File: src/hw/rtl/swpd_pkg.sv
`timescale 1ns / 1ps
// ----------------------------------------------------------------------------
// Sync word deframer package
// Shared types, register indexes and CRC constants of the deframer.
// ----------------------------------------------------------------------------
package swpd_pkg;

  localparam logic [31:0] CrcPoly = 32'hEDB8_8320;
  localparam logic [31:0] CrcOnes = 32'hFFFF_FFFF;

  localparam logic [31:0] SyncWordReset  = 32'hFFFD_FEFF;
  localparam logic [15:0] MaxLengthReset = 16'hFFFF;

  localparam int unsigned CfgIndexBits = 2;

  typedef enum logic [CfgIndexBits-1:0] {
    CfgCheckEnable = 2'd0,
    CfgSyncWord    = 2'd1,
    CfgMaxLength   = 2'd2
  } cfg_index_e;

  typedef enum logic [1:0] {
    StatusOk     = 2'd0,
    StatusCrcErr = 2'd1,
    StatusLenErr = 2'd2
  } frame_status_e;

  typedef struct packed {
    logic [1:0] frame_status;
    logic       frame_end;
    logic       payload_valid;
    logic [7:0] payload_byte;
  } result_t;

endpackage

File: src/hw/rtl/swpd_crc_byte.sv
`timescale 1ns / 1ps
// ----------------------------------------------------------------------------
// CRC-32 byte update
// Advances a reflected CRC-32 register by one data byte, LSB first.
// ----------------------------------------------------------------------------
module swpd_crc_byte (
  input  logic [31:0] crc_i,
  input  logic [7:0]  data_i,
  output logic [31:0] crc_o
);

  always_comb begin
    logic [31:0] c;
    c = crc_i ^ {24'd0, data_i};
    for (int k = 0; k < 8; k++) begin
      if (c[0]) begin
        c = (c >> 1) ^ swpd_pkg::CrcPoly;
      end else begin
        c = c >> 1;
      end
    end
    crc_o = c;
  end

endmodule

File: src/hw/rtl/sync_word_packet_deframer_crc32.sv
`timescale 1ns / 1ps
// ----------------------------------------------------------------------------
// Sync word packet deframer with CRC-32 check
// Finds a sync word in a byte stream, parses length and optional CRC, and
// forwards the payload bytes with an end marker and a frame status.
// ----------------------------------------------------------------------------
// Usage:
//   The slave stream takes one received byte per word. The block hunts for the
//   four sync bytes (partial overlaps are followed), then reads a big-endian
//   32-bit length and, with check_enable set, a big-endian 32-bit CRC-32.
//   Each payload byte leaves on the master stream with tuser[0] set; the last
//   one carries tlast and the frame status in tuser[2:1]. Empty frames and
//   over-limit lengths give a single word with tlast and tuser[0] clear.
//   Each accepted byte's result word is registered, and one byte is taken
//   every cycle while the skid register is empty: the CRC byte update and
//   the parser state sit between the input handshake and the output register.
//   A two-entry output stage (output register plus skid register) lets the
//   input keep flowing for one more word while the receiver stalls; tready
//   drops only when both entries hold words.
//   Reset clears the parser to hunting and loads the register defaults.
//   The configuration channel is always ready; writes to index 3 are ignored.
// ----------------------------------------------------------------------------
module sync_word_packet_deframer_crc32 #(
  parameter int unsigned LEN_LIMIT_BITS = 16
) (
  input  logic        clk_i,
  input  logic        rst_ni,
  // Fields: in_byte [7:0].
  input  logic [7:0]  s_axis_tdata_i,
  input  logic        s_axis_tvalid_i,
  output logic        s_axis_tready_o,
  // Fields: payload_byte [7:0].
  output logic [7:0]  m_axis_tdata_o,
  // Fields: payload_valid [0], frame_status [2:1].
  output logic [2:0]  m_axis_tuser_o,
  output logic        m_axis_tlast_o,
  output logic        m_axis_tvalid_o,
  input  logic        m_axis_tready_i,
  input  logic        cfg_valid_i,
  output logic        cfg_ready_o,
  input  logic [swpd_pkg::CfgIndexBits-1:0] cfg_index_i,
  input  logic [31:0] cfg_data_i
);

  typedef enum logic [1:0] {
    PhHunt,
    PhLen,
    PhCrc,
    PhData
  } phase_e;

  // Configuration registers.
  logic        check_en_q;
  logic [31:0] sync_word_q;
  logic [15:0] max_len_q;

  // Parser state.
  phase_e      phase_q, phase_d;
  logic [1:0]  matched_q, matched_d;
  logic [1:0]  byte_idx_q, byte_idx_d;
  logic [31:0] len_q, len_d;
  logic [31:0] rx_crc_q, rx_crc_d;
  logic [31:0] crc_q, crc_d;

  // Output stage.
  swpd_pkg::result_t out_q, skid_q, res;
  logic              out_valid_q, skid_valid_q, res_valid;

  logic                      in_fire;
  logic [LEN_LIMIT_BITS-1:0] limit;
  logic [31:0]               len_next, rx_crc_next, crc_next;
  logic [2:0]                sync_next;

  assign cfg_ready_o     = 1'b1;
  assign s_axis_tready_o = !skid_valid_q;
  assign in_fire         = s_axis_tvalid_i && s_axis_tready_o;

  assign m_axis_tvalid_o = out_valid_q;
  assign m_axis_tdata_o  = out_q.payload_byte;
  assign m_axis_tuser_o  = {out_q.frame_status, out_q.payload_valid};
  assign m_axis_tlast_o  = out_q.frame_end;

  if (LEN_LIMIT_BITS >= 16) begin : g_limit_wide
    assign limit = LEN_LIMIT_BITS'(max_len_q);
  end else begin : g_limit_narrow
    assign limit = max_len_q[LEN_LIMIT_BITS-1:0];
  end

  assign len_next    = {len_q[23:0], s_axis_tdata_i};
  assign rx_crc_next = {rx_crc_q[23:0], s_axis_tdata_i};

  swpd_crc_byte u_crc (
    .crc_i  (crc_q),
    .data_i (s_axis_tdata_i),
    .crc_o  (crc_next)
  );

  // Longest prefix of the sync word that ends the matched prefix followed by
  // the new byte. Larger candidates are tried last so they win.
  function automatic logic [2:0] sync_advance(input logic [1:0]  m,
                                              input logic [7:0]  b,
                                              input logic [31:0] w);
    logic [7:0] sb [4];
    logic [2:0] res_k;
    logic       ok;
    int         idx;
    for (int i = 0; i < 4; i++) begin
      sb[i] = w[8*(3-i) +: 8];
    end
    res_k = 3'd0;
    for (int k = 1; k <= 4; k++) begin
      if (k <= int'(m) + 1) begin
        ok = (sb[2'(k-1)] == b);
        for (int j = 0; j < k - 1; j++) begin
          idx = int'(m) + 1 - k + j;
          if (sb[2'(idx)] != sb[2'(j)]) begin
            ok = 1'b0;
          end
        end
        if (ok) begin
          res_k = 3'(k);
        end
      end
    end
    return res_k;
  endfunction

  assign sync_next = sync_advance(matched_q, s_axis_tdata_i, sync_word_q);

  always_comb begin
    logic [31:0] len_dec;
    phase_d    = phase_q;
    matched_d  = matched_q;
    byte_idx_d = byte_idx_q;
    len_d      = len_q;
    rx_crc_d   = rx_crc_q;
    crc_d      = crc_q;
    res        = '0;
    res_valid  = 1'b0;
    len_dec    = (len_q == 32'd0) ? 32'd0 : len_q - 32'd1;

    case (phase_q)
      PhHunt: begin
        if (sync_next[2]) begin
          phase_d    = PhLen;
          matched_d  = 2'd0;
          byte_idx_d = 2'd0;
          len_d      = 32'd0;
          rx_crc_d   = 32'd0;
          crc_d      = swpd_pkg::CrcOnes;
        end else begin
          matched_d = sync_next[1:0];
        end
      end
      PhLen: begin
        len_d = len_next;
        if (byte_idx_q != 2'd3) begin
          byte_idx_d = byte_idx_q + 2'd1;
        end else begin
          byte_idx_d = 2'd0;
          if (len_next > 32'(limit)) begin
            phase_d            = PhHunt;
            matched_d          = 2'd0;
            res_valid          = 1'b1;
            res.frame_end      = 1'b1;
            res.frame_status   = swpd_pkg::StatusLenErr;
          end else if (check_en_q) begin
            phase_d = PhCrc;
          end else if (len_next == 32'd0) begin
            phase_d          = PhHunt;
            matched_d        = 2'd0;
            res_valid        = 1'b1;
            res.frame_end    = 1'b1;
            res.frame_status = swpd_pkg::StatusOk;
          end else begin
            phase_d = PhData;
          end
        end
      end
      PhCrc: begin
        rx_crc_d = rx_crc_next;
        if (byte_idx_q != 2'd3) begin
          byte_idx_d = byte_idx_q + 2'd1;
        end else begin
          byte_idx_d = 2'd0;
          if (len_q == 32'd0) begin
            phase_d       = PhHunt;
            matched_d     = 2'd0;
            res_valid     = 1'b1;
            res.frame_end = 1'b1;
            res.frame_status = ((crc_q ^ swpd_pkg::CrcOnes) == rx_crc_next) ?
                               swpd_pkg::StatusOk : swpd_pkg::StatusCrcErr;
          end else begin
            phase_d = PhData;
          end
        end
      end
      PhData: begin
        crc_d             = crc_next;
        len_d             = len_dec;
        res_valid         = 1'b1;
        res.payload_byte  = s_axis_tdata_i;
        res.payload_valid = 1'b1;
        if (len_dec == 32'd0) begin
          phase_d       = PhHunt;
          matched_d     = 2'd0;
          byte_idx_d    = 2'd0;
          res.frame_end = 1'b1;
          if (check_en_q && ((crc_next ^ swpd_pkg::CrcOnes) != rx_crc_q)) begin
            res.frame_status = swpd_pkg::StatusCrcErr;
          end else begin
            res.frame_status = swpd_pkg::StatusOk;
          end
        end
      end
      default: begin
        phase_d = PhHunt;
      end
    endcase
  end

  always_ff @(posedge clk_i or negedge rst_ni) begin
    if (!rst_ni) begin
      check_en_q   <= 1'b0;
      sync_word_q  <= swpd_pkg::SyncWordReset;
      max_len_q    <= swpd_pkg::MaxLengthReset;
      phase_q      <= PhHunt;
      matched_q    <= 2'd0;
      byte_idx_q   <= 2'd0;
      len_q        <= 32'd0;
      rx_crc_q     <= 32'd0;
      crc_q        <= swpd_pkg::CrcOnes;
      out_valid_q  <= 1'b0;
      skid_valid_q <= 1'b0;
      out_q        <= '0;
      skid_q       <= '0;
    end else begin
      if (cfg_valid_i) begin
        case (cfg_index_i)
          swpd_pkg::CfgCheckEnable: check_en_q  <= cfg_data_i[0];
          swpd_pkg::CfgSyncWord:    sync_word_q <= cfg_data_i;
          swpd_pkg::CfgMaxLength:   max_len_q   <= cfg_data_i[15:0];
          default: ;
        endcase
      end

      if (in_fire) begin
        phase_q    <= phase_d;
        matched_q  <= matched_d;
        byte_idx_q <= byte_idx_d;
        len_q      <= len_d;
        rx_crc_q   <= rx_crc_d;
        crc_q      <= crc_d;
      end

      // While the skid entry is full no new word is accepted.
      if (skid_valid_q) begin
        if (m_axis_tready_i) begin
          out_q        <= skid_q;
          skid_valid_q <= 1'b0;
        end
      end else if (!out_valid_q || m_axis_tready_i) begin
        out_valid_q <= in_fire && res_valid;
        out_q       <= res;
      end else if (in_fire && res_valid) begin
        skid_q       <= res;
        skid_valid_q <= 1'b1;
      end
    end
  end

endmodule

File: config.mk
export PLATFORM = sky130hd
export DESIGN_NAME = sync_word_packet_deframer_crc32
export DESIGN_NICKNAME = d
export VERILOG_FILES = /design/src/hw/rtl/swpd_pkg.sv /design/src/hw/rtl/swpd_crc_byte.sv /design/src/hw/rtl/sync_word_packet_deframer_crc32.sv
export SDC_FILE = /design/constraint.sdc
export NUM_CORES = 1
export LEC_CHECK = 0
export ABC_AREA = 1
export CAP_MARGIN = 20
export CELL_PAD_IN_SITES_DETAIL_PLACEMENT = 1
export CELL_PAD_IN_SITES_GLOBAL_PLACEMENT = 2
export CORE_ASPECT_RATIO = 0.8
export CORE_UTILIZATION = 34
export DETAILED_ROUTE_END_ITERATION = 10
export DONT_BUFFER_PORTS = 1
export PLACE_DENSITY_LB_ADDON = 0.1
export SETUP_SLACK_MARGIN = 0.15
export SLEW_MARGIN = 20
export SYNTH_ARGS = -nofsm -noshare
export SYNTH_HDL_FRONTEND = slang
export SYNTH_HIERARCHICAL = 1
export SYNTH_SLANG_ARGS = --single-unit
export TNS_END_PERCENT = 10
File: constraint.sdc
create_clock -name clk_i -period 2.9 [get_ports clk_i]
set_clock_uncertainty 0.2 [all_clocks]
set_input_delay 0.29 -clock clk_i [delete_from_list [all_inputs] [get_ports clk_i]]
set_output_delay 0.29 -clock clk_i [all_outputs]
set_load 0.1 [all_outputs]
==> Word-level counts from Yosys, hierarchy flattened <==
Cells that the tools add are included.
{ "op_classes": {"n_addsub": 9, "n_mul": 0, "n_div": 0, "n_lt_le_gt_ge": 11, "eq_ne": 25, "n_shift": 0, "n_mux": 94, "bitwise": 19, "reduce_logical": 28} }
{ "op_table": {"columns": ["op", "count"], "rows": [
  ["32-bit two-way mux", 11],
  ["32-bit case mux with 2 select lines", 2],
  ["13-bit NOT with 14-bit output", 8],
  ["8-bit binary-select mux with 2-bit select", 6],
  ["32-bit logical NOT", 3],
  ["8-bit two-way mux", 12],
  ["32-bit case mux with 3 select lines", 1],
  ["32-bit NOT", 2],
  ["8-bit != test", 5],
  ["2-bit two-way mux", 19],
  ["12-bit two-way mux", 3],
  ["32-bit == test", 1],
  ["32-bit by 16-bit greater-than comparator with 1-bit output", 1],
  ["32-bit != test", 1],
  ["32-bit by 1-bit subtractor with 32-bit output (second input constant)", 1],
  ["32-bit by 8-bit bitwise XOR with 32-bit output", 1],
  ["3-bit two-way mux", 10],
  ["1-bit two-way mux", 24],
  ["2-bit by 3-bit greater-or-equal comparator with 1-bit output (second input constant)", 6],
  ["8-bit == test", 2],
  ["2-bit case mux with 4 select lines", 2],
  ["3-bit AND reduction", 5],
  ["2-bit != test (second input constant)", 7],
  ["2-bit NOT", 6],
  ["other kinds (28)", 47]
]} }
{ "totals": {"register_bits": 177, "latchBits": 0, "ramBits": 0, "rom_bits": 0, "inputBits": 47, "out_inout_bits": 15, "wordCells": 205, "mem_count": 0} }

==> Depth between registers and ports, before layout <==
{ "logic_depth": {"depth_word": 25, "ltp_mapped": 22, "depth_no_buf": 22} }

==> Modules after synthesis <==
Netlist, hierarchy kept.
{ "by_module_without_submodules": {"columns": ["mod", "instances", "cells_each", "area_each_um2", "seq_area_each_um2"], "rows": [
  ["sync_word_packet_deframer_crc32", 1, 1562, 11325.9, 4526.8],
  ["swpd_crc_byte", 1, 209, 1174.9, 0.0]
]} }

==> Worst setup path before layout <==
Ideal clock, no wire load.
{ "synth_path": {"path_kind": "reg2reg", "start": "register matched_q[0]", "end": "register rx_crc_q[10]", "setup_time_ps": 117, "arrival_ps": 2675, "required_time_ps": 2583, "slack_ps": -91, "stages_incl_launch_ff": 21, "path_buffers": 6, "path_cell_list": "dfrtp_1 > buf_4 > inv_2 > buf_6 > ha_1 > buf_6 > clkinv_2 > nand2_4 > buf_6 > o221ai_1 > nor2_1 > nor2_1 > nand2_1 > nor2_1 > nand3_1 > a21oi_4 > buf_6 > o21ai_2 > buf_6 > nand2_1 > nand2_1"} }
{ "synth_via": {"elab_chain_len": 17, "elab_cells_between_ends": 57, "classes_between": "add/sub: 7; order compare: 3; eq/ne: 7; mux: 33; bitwise: 6; reduce/logical: 1"} }
{ "synth_rtl": {"columns": ["element", "line", "source"], "rows": [
  ["from (decl)", "sync_word_packet_deframer_crc32.sv:59", "logic [1:0] matched_q, matched_d;"],
  ["from (signal assigned)", "sync_word_packet_deframer_crc32.sv:249", "matched_q <= matched_d;"],
  ["2-bit by 1-bit adder with 3-bit output *", "sync_word_packet_deframer_crc32.sv:115", "idx = int'(m) + 1 - k + j;"],
  ["parallel branches: the longest is 13 deep, another holds 2-bit subtractor", null, null],
  ["3-bit two-way mux *", "sync_word_packet_deframer_crc32.sv:112", "if (k <= int'(m) + 1) begin"],
  ["2-bit != test (no line) *", null, null],
  ["3-bit AND reduction (no line) *", null, null],
  ["to (signal assigned)", "sync_word_packet_deframer_crc32.sv:252", "rx_crc_q <= rx_crc_d;"],
  ["to (decl)", "sync_word_packet_deframer_crc32.sv:62", "logic [31:0] rx_crc_q, rx_crc_d;"]
]} }
Every way passes the cells marked *. The select of a mux whose other input is x is not followed.
A chain may end at the register's enable or synchronous reset.

==> Worst setup path in the final report <==
{ "layout_path": {"start": "register matched_q[0]", "end": "register matched_q[0]"} }
{ "layout_via": {"elab_chain_len": 17, "elab_cells_between_ends": 59, "classes_between": "add/sub: 7; order compare: 4; eq/ne: 6; mux: 36; bitwise: 6"} }
{ "layout_rtl": {"columns": ["element", "line", "source"], "rows": [
  ["2-bit by 1-bit adder with 3-bit output *", "sync_word_packet_deframer_crc32.sv:115", null],
  ["parallel branches: the longest is 13 deep, another holds 2-bit subtractor", null, null],
  ["3-bit two-way mux *", "sync_word_packet_deframer_crc32.sv:112", null],
  ["2-bit two-way mux *", "sync_word_packet_deframer_crc32.sv:144", "if (sync_next[2]) begin"],
  ["2-bit case mux with 4 select lines *", "sync_word_packet_deframer_crc32.sv:142", "case (phase_q)"]
]} }
Marked as above.

==> summary.txt <==
Synthesis
  – Fraction of the mapped netlist area in compound gates: 12.4%
  – Main combinational cell family by area after synthesis: simple AND/OR/NAND/NOR gates
  – Synth Instances: 1771
  – Ys flop type: dfrtp_1
  – Commonest cells in the netlist: 544 x nand2_1, 186 x nor2_1, 131 x inv_1
  – Syn Std Cell Area: 0.0125 sq mm
  – YS warnings: 6
  – FF+latch count, synth: 177
  – Ys async rst share: 100%
  – Post-synthesis xor/xnor area fraction: 9.75%
  – Post-Syn Nets: 1845
  – Top post-synthesis cells by area: dfrtp_1 20%, dfstp_2 16%, nand2_1 16%, xor2_1 7.1%, nor2_1 5.6%
  – Most common cell in the synthesized netlist: nand2_1
  – Synth top area share: 19.8%
  – Synth area leader: dfrtp_1
  – EDFF count, synth: 0
  – Post-synthesis mux area share: 0.0901%
  – Register area share after synthesis: 36.2%
  – Post-Synth Adder-Cell Area: 2.70%
  – Synth cell types: 51
  – Synth Area in Simple Gates: 31.5%
  – Synthesized area per cell: 7.06 sq um

CTS
  – H-tree depth: 4
  – Root buf cell: clkbuf_16
  – CTS Buf Count: 17
  – CTS tree: built
  – Clock insertion delay at the later pin of the skew report: 0.47 ns
  – Max clock buf depth: 2
  – Clock slew at reported path FFs: 0.07 ns
  – Sink Count: 177
  – Cts hold-fix bufs: 46

Timing
  – Hold slack: -0.683 ns
  – # setup viols final: 88
  – Setup ws final: -0.142 ns
  – Max Fclk: 0.329 GHz
  – Crit share post-route: 105%
  – Final Max Tran Viols: 0
  – Final hold vios: 177
  – Relative slew slack: 37.2%
  – Min Tclk post-route: 3.04 ns
  – RSZ-0062 raised after global routing: true
  – Worst slew pin tran: 0.942 ns

Die
  – I/O Pins: 62
  – Die footprint: 0.0375 sq mm
  – Chip Width: 216 microns
  – Initial Utilization: 34.7%
  – Site row count: 62
  – Die H: 174 microns
  – Total core area: 0.0361 sq mm

Critical path
  – Worst setup EP type: flop
  – Critical path class: flop to flop
  – Critical path peak fanout: 13
  – Arr. time, crit path: 3.19 ns
  – Crit path required time: 3.05 ns
  – Startpoint Class: flop

Routing
  – Vias per cell: 5.15
  – # DRC: 0
  – Detailed Route WL: 51300 microns
  – Iter 0 DRT Violations: 1039
  – Drt wl/cell: 20.5 microns
  – Initial DRT Pass Iterations: 7
  – ANT nets after route: 0
  – Via count: 12900

Global route
  – Number of global-route vias before repair: 13200
  – Largest net degree at the start of global routing: 178
  – Gr ovfl total: 0
  – Initial antenna violation count: 0
  – GRT Overall Usage: 27.2%
  – First-pass GRT wire length: 77400 microns

Outcome
  – Outcome: finished, violations left
  – Violated checks: hold timing, setup timing

Run
  – Max Cap Viol: 0

Final layout
  – Area growth syn-to-layout: 31.8%
  – Nets: 2090
  – Final non-filler cell total: 2510
  – Fill cells: 4513
  – Share of layout cells above drive strength 1: 25.4%

Place
  – Dpl hpwl: 34900 microns
  – Placed cell count: 2406
  – GP Congestion: 0.881
  – Port bufs: 0

Power and ir drop
  – Pwr/cell area: 400 mW/mm^2
  – Peak VDD IR: 350 uV
  – Leakage: 8.04 nW
  – Design Power: 0.00660 W

Min path
  – HP Class: primary input to async pin
[report_power, final]
group	switching, W	internal [W]
logic	0.000804	0.000606
clock network	0.00117	0.00128
registers	0.0000898	0.00266
total	0.00206	0.00454
[logic make-up (layout without fill, tap and decap cells)]
kind of cell,count (synthesis),count (layout)
fa+ha+maj,27,27
mux,1,1
other cells,1,2
buf+inv,214,468
flops,177,177
simple gates,935,936
xor+xnor,137,137
compound gates,279,282
[routing by layer]
metal | up-vias | global-route usage [%] | wire [microns]
met1 | 6340 | 39.6 | 25200
met3 | 77 | 4.67 | 2620
li1 | 6203 | - | -
met4 | 0 | 7.60 | 1240
met5 | - | 0 | 0
met2 | 296 | 41.2 | 22200
[per-stage QoR]
| stage | TNS, ns | worst slack, ns | area, sq um | utilization (%) | hold WS [ns] |
|---|---|---|---|---|---|
| 2_1_floorplan | 0 | 0.0335 | 12600 | - | -0.206 |
| 3_3_place_gp | -19.44 | -0.307 | 14600 | 40.5 | -0.196 |
| 3_5_place_dp | -28.76 | -0.426 | 14600 | 40.5 | -0.198 |
| 4_1_cts | -9.19 | -0.139 | 16000 | 44.3 | -0.709 |
| 5_1_grt | -26.67 | -0.317 | 16500 | 45.7 | -0.708 |
| 6_report | -3.77 | -0.142 | 16500 | 45.7 | -0.683 |
[state kept, by name, indices dropped and copies added, names as in the netlist, 3 cells and up]
signal and count:
m_axis_tdata_o 8, rx_crc_q 32, crc_q 32, limit 16, sync_word_q 32, skid_q 12
m_axis_tuser_o 3, len_q 32
[what timing repair did]
| item | 4_1_cts | 5_1_grt |
|---|---|---|
| gates cloned | 7 | 8 |
| buffers inserted | 7 | 3 |
| pin swaps | 6 | 13 |
| resized for setup | 45 | 84 |
| setup endpoints to repair | 117 | 118 |
| endpoints found under the hold margin | 256 | 177 |
[cell type report]
type | count | area, sq um | share of cell area [%]
Antenna cell | 1 | 2.50 | 0.0152
Clock buffer | 22 | 508 | 3.08
Clock inverter | 10 | 87.6 | 0.531
Inverter | 137 | 529 | 3.21
Multi-Input combinational cell | 1384 | 7560 | 45.9
Sequential cell | 177 | 4530 | 27.5
Tap cell | 480 | 601 | 3.64
Timing Repair Buffer | 299 | 2670 | 16.2
[final timing paths]
path | cells after the start | to | slack (ns) | startpoint
setup / recovery | 12 | matched_q[0]$_DFFE_PN0P_ | -0.14 | matched_q[0]$_DFFE_PN0P_
hold / removal | 0 | rx_crc_q[24]$_DFFE_PN0P_ | -0.68 | rst_ni
setup reg to reg | 12 | matched_q[0]$_DFFE_PN0P_ | -0.14 | matched_q[0]$_DFFE_PN0P_
hold reg to reg | 2 | skid_q[11]$_DFFE_PN0P_ | 0.29 | skid_q[11]$_DFFE_PN0P_
max in group asynchronous | 0 | crc_q[22]$_DFFE_PN1P_ | 2.74 | rst_ni
min in group clk_i | 4 | len_q[0]$_DFFE_PN0P_ | 0.03 | s_axis_tdata_i[0]
[cell usage in the layout (no fill, tap or decap), types with 5 or more instances in the layout]
master,instances
o22ai_1,11
nand4_1,20
o21bai_1,9
nand3_1,112
nand3b_1,5
nand3_2,6
o21ai_1,44
xor2_1,97
inv_2,6
buf_16,5
dfrtp_1,99
o21ai_0,97
nand2_4,20
ha_1,26
nor2_2,14
dfstp_2,78
nor2_1,174
inv_1,128
nand2_2,43
xnor2_1,34
dlygate4sd3_1,46
buf_12,7
clkbuf_16,26
o21ai_2,30
nor4_1,8
buf_4,231
or2_2,8
a21oi_1,58
nand2_1,512
[critical path, stage by stage (launching register included)]
cell and delay (ns):
dfrtp_1 0.39, inv_4 0.05, ha_4 0.29, buf_4 0.17
buf_4 0.17, o21ai_0 0.65, xor2_1 0.14, nor4_1 0.38
nand3b_1 0.17, nand2_1 0.10, nand2_1 0.06, nand3b_1 0.08
nand2_1 0.06
Note: power is estimated with default switching activity, not from simulation.
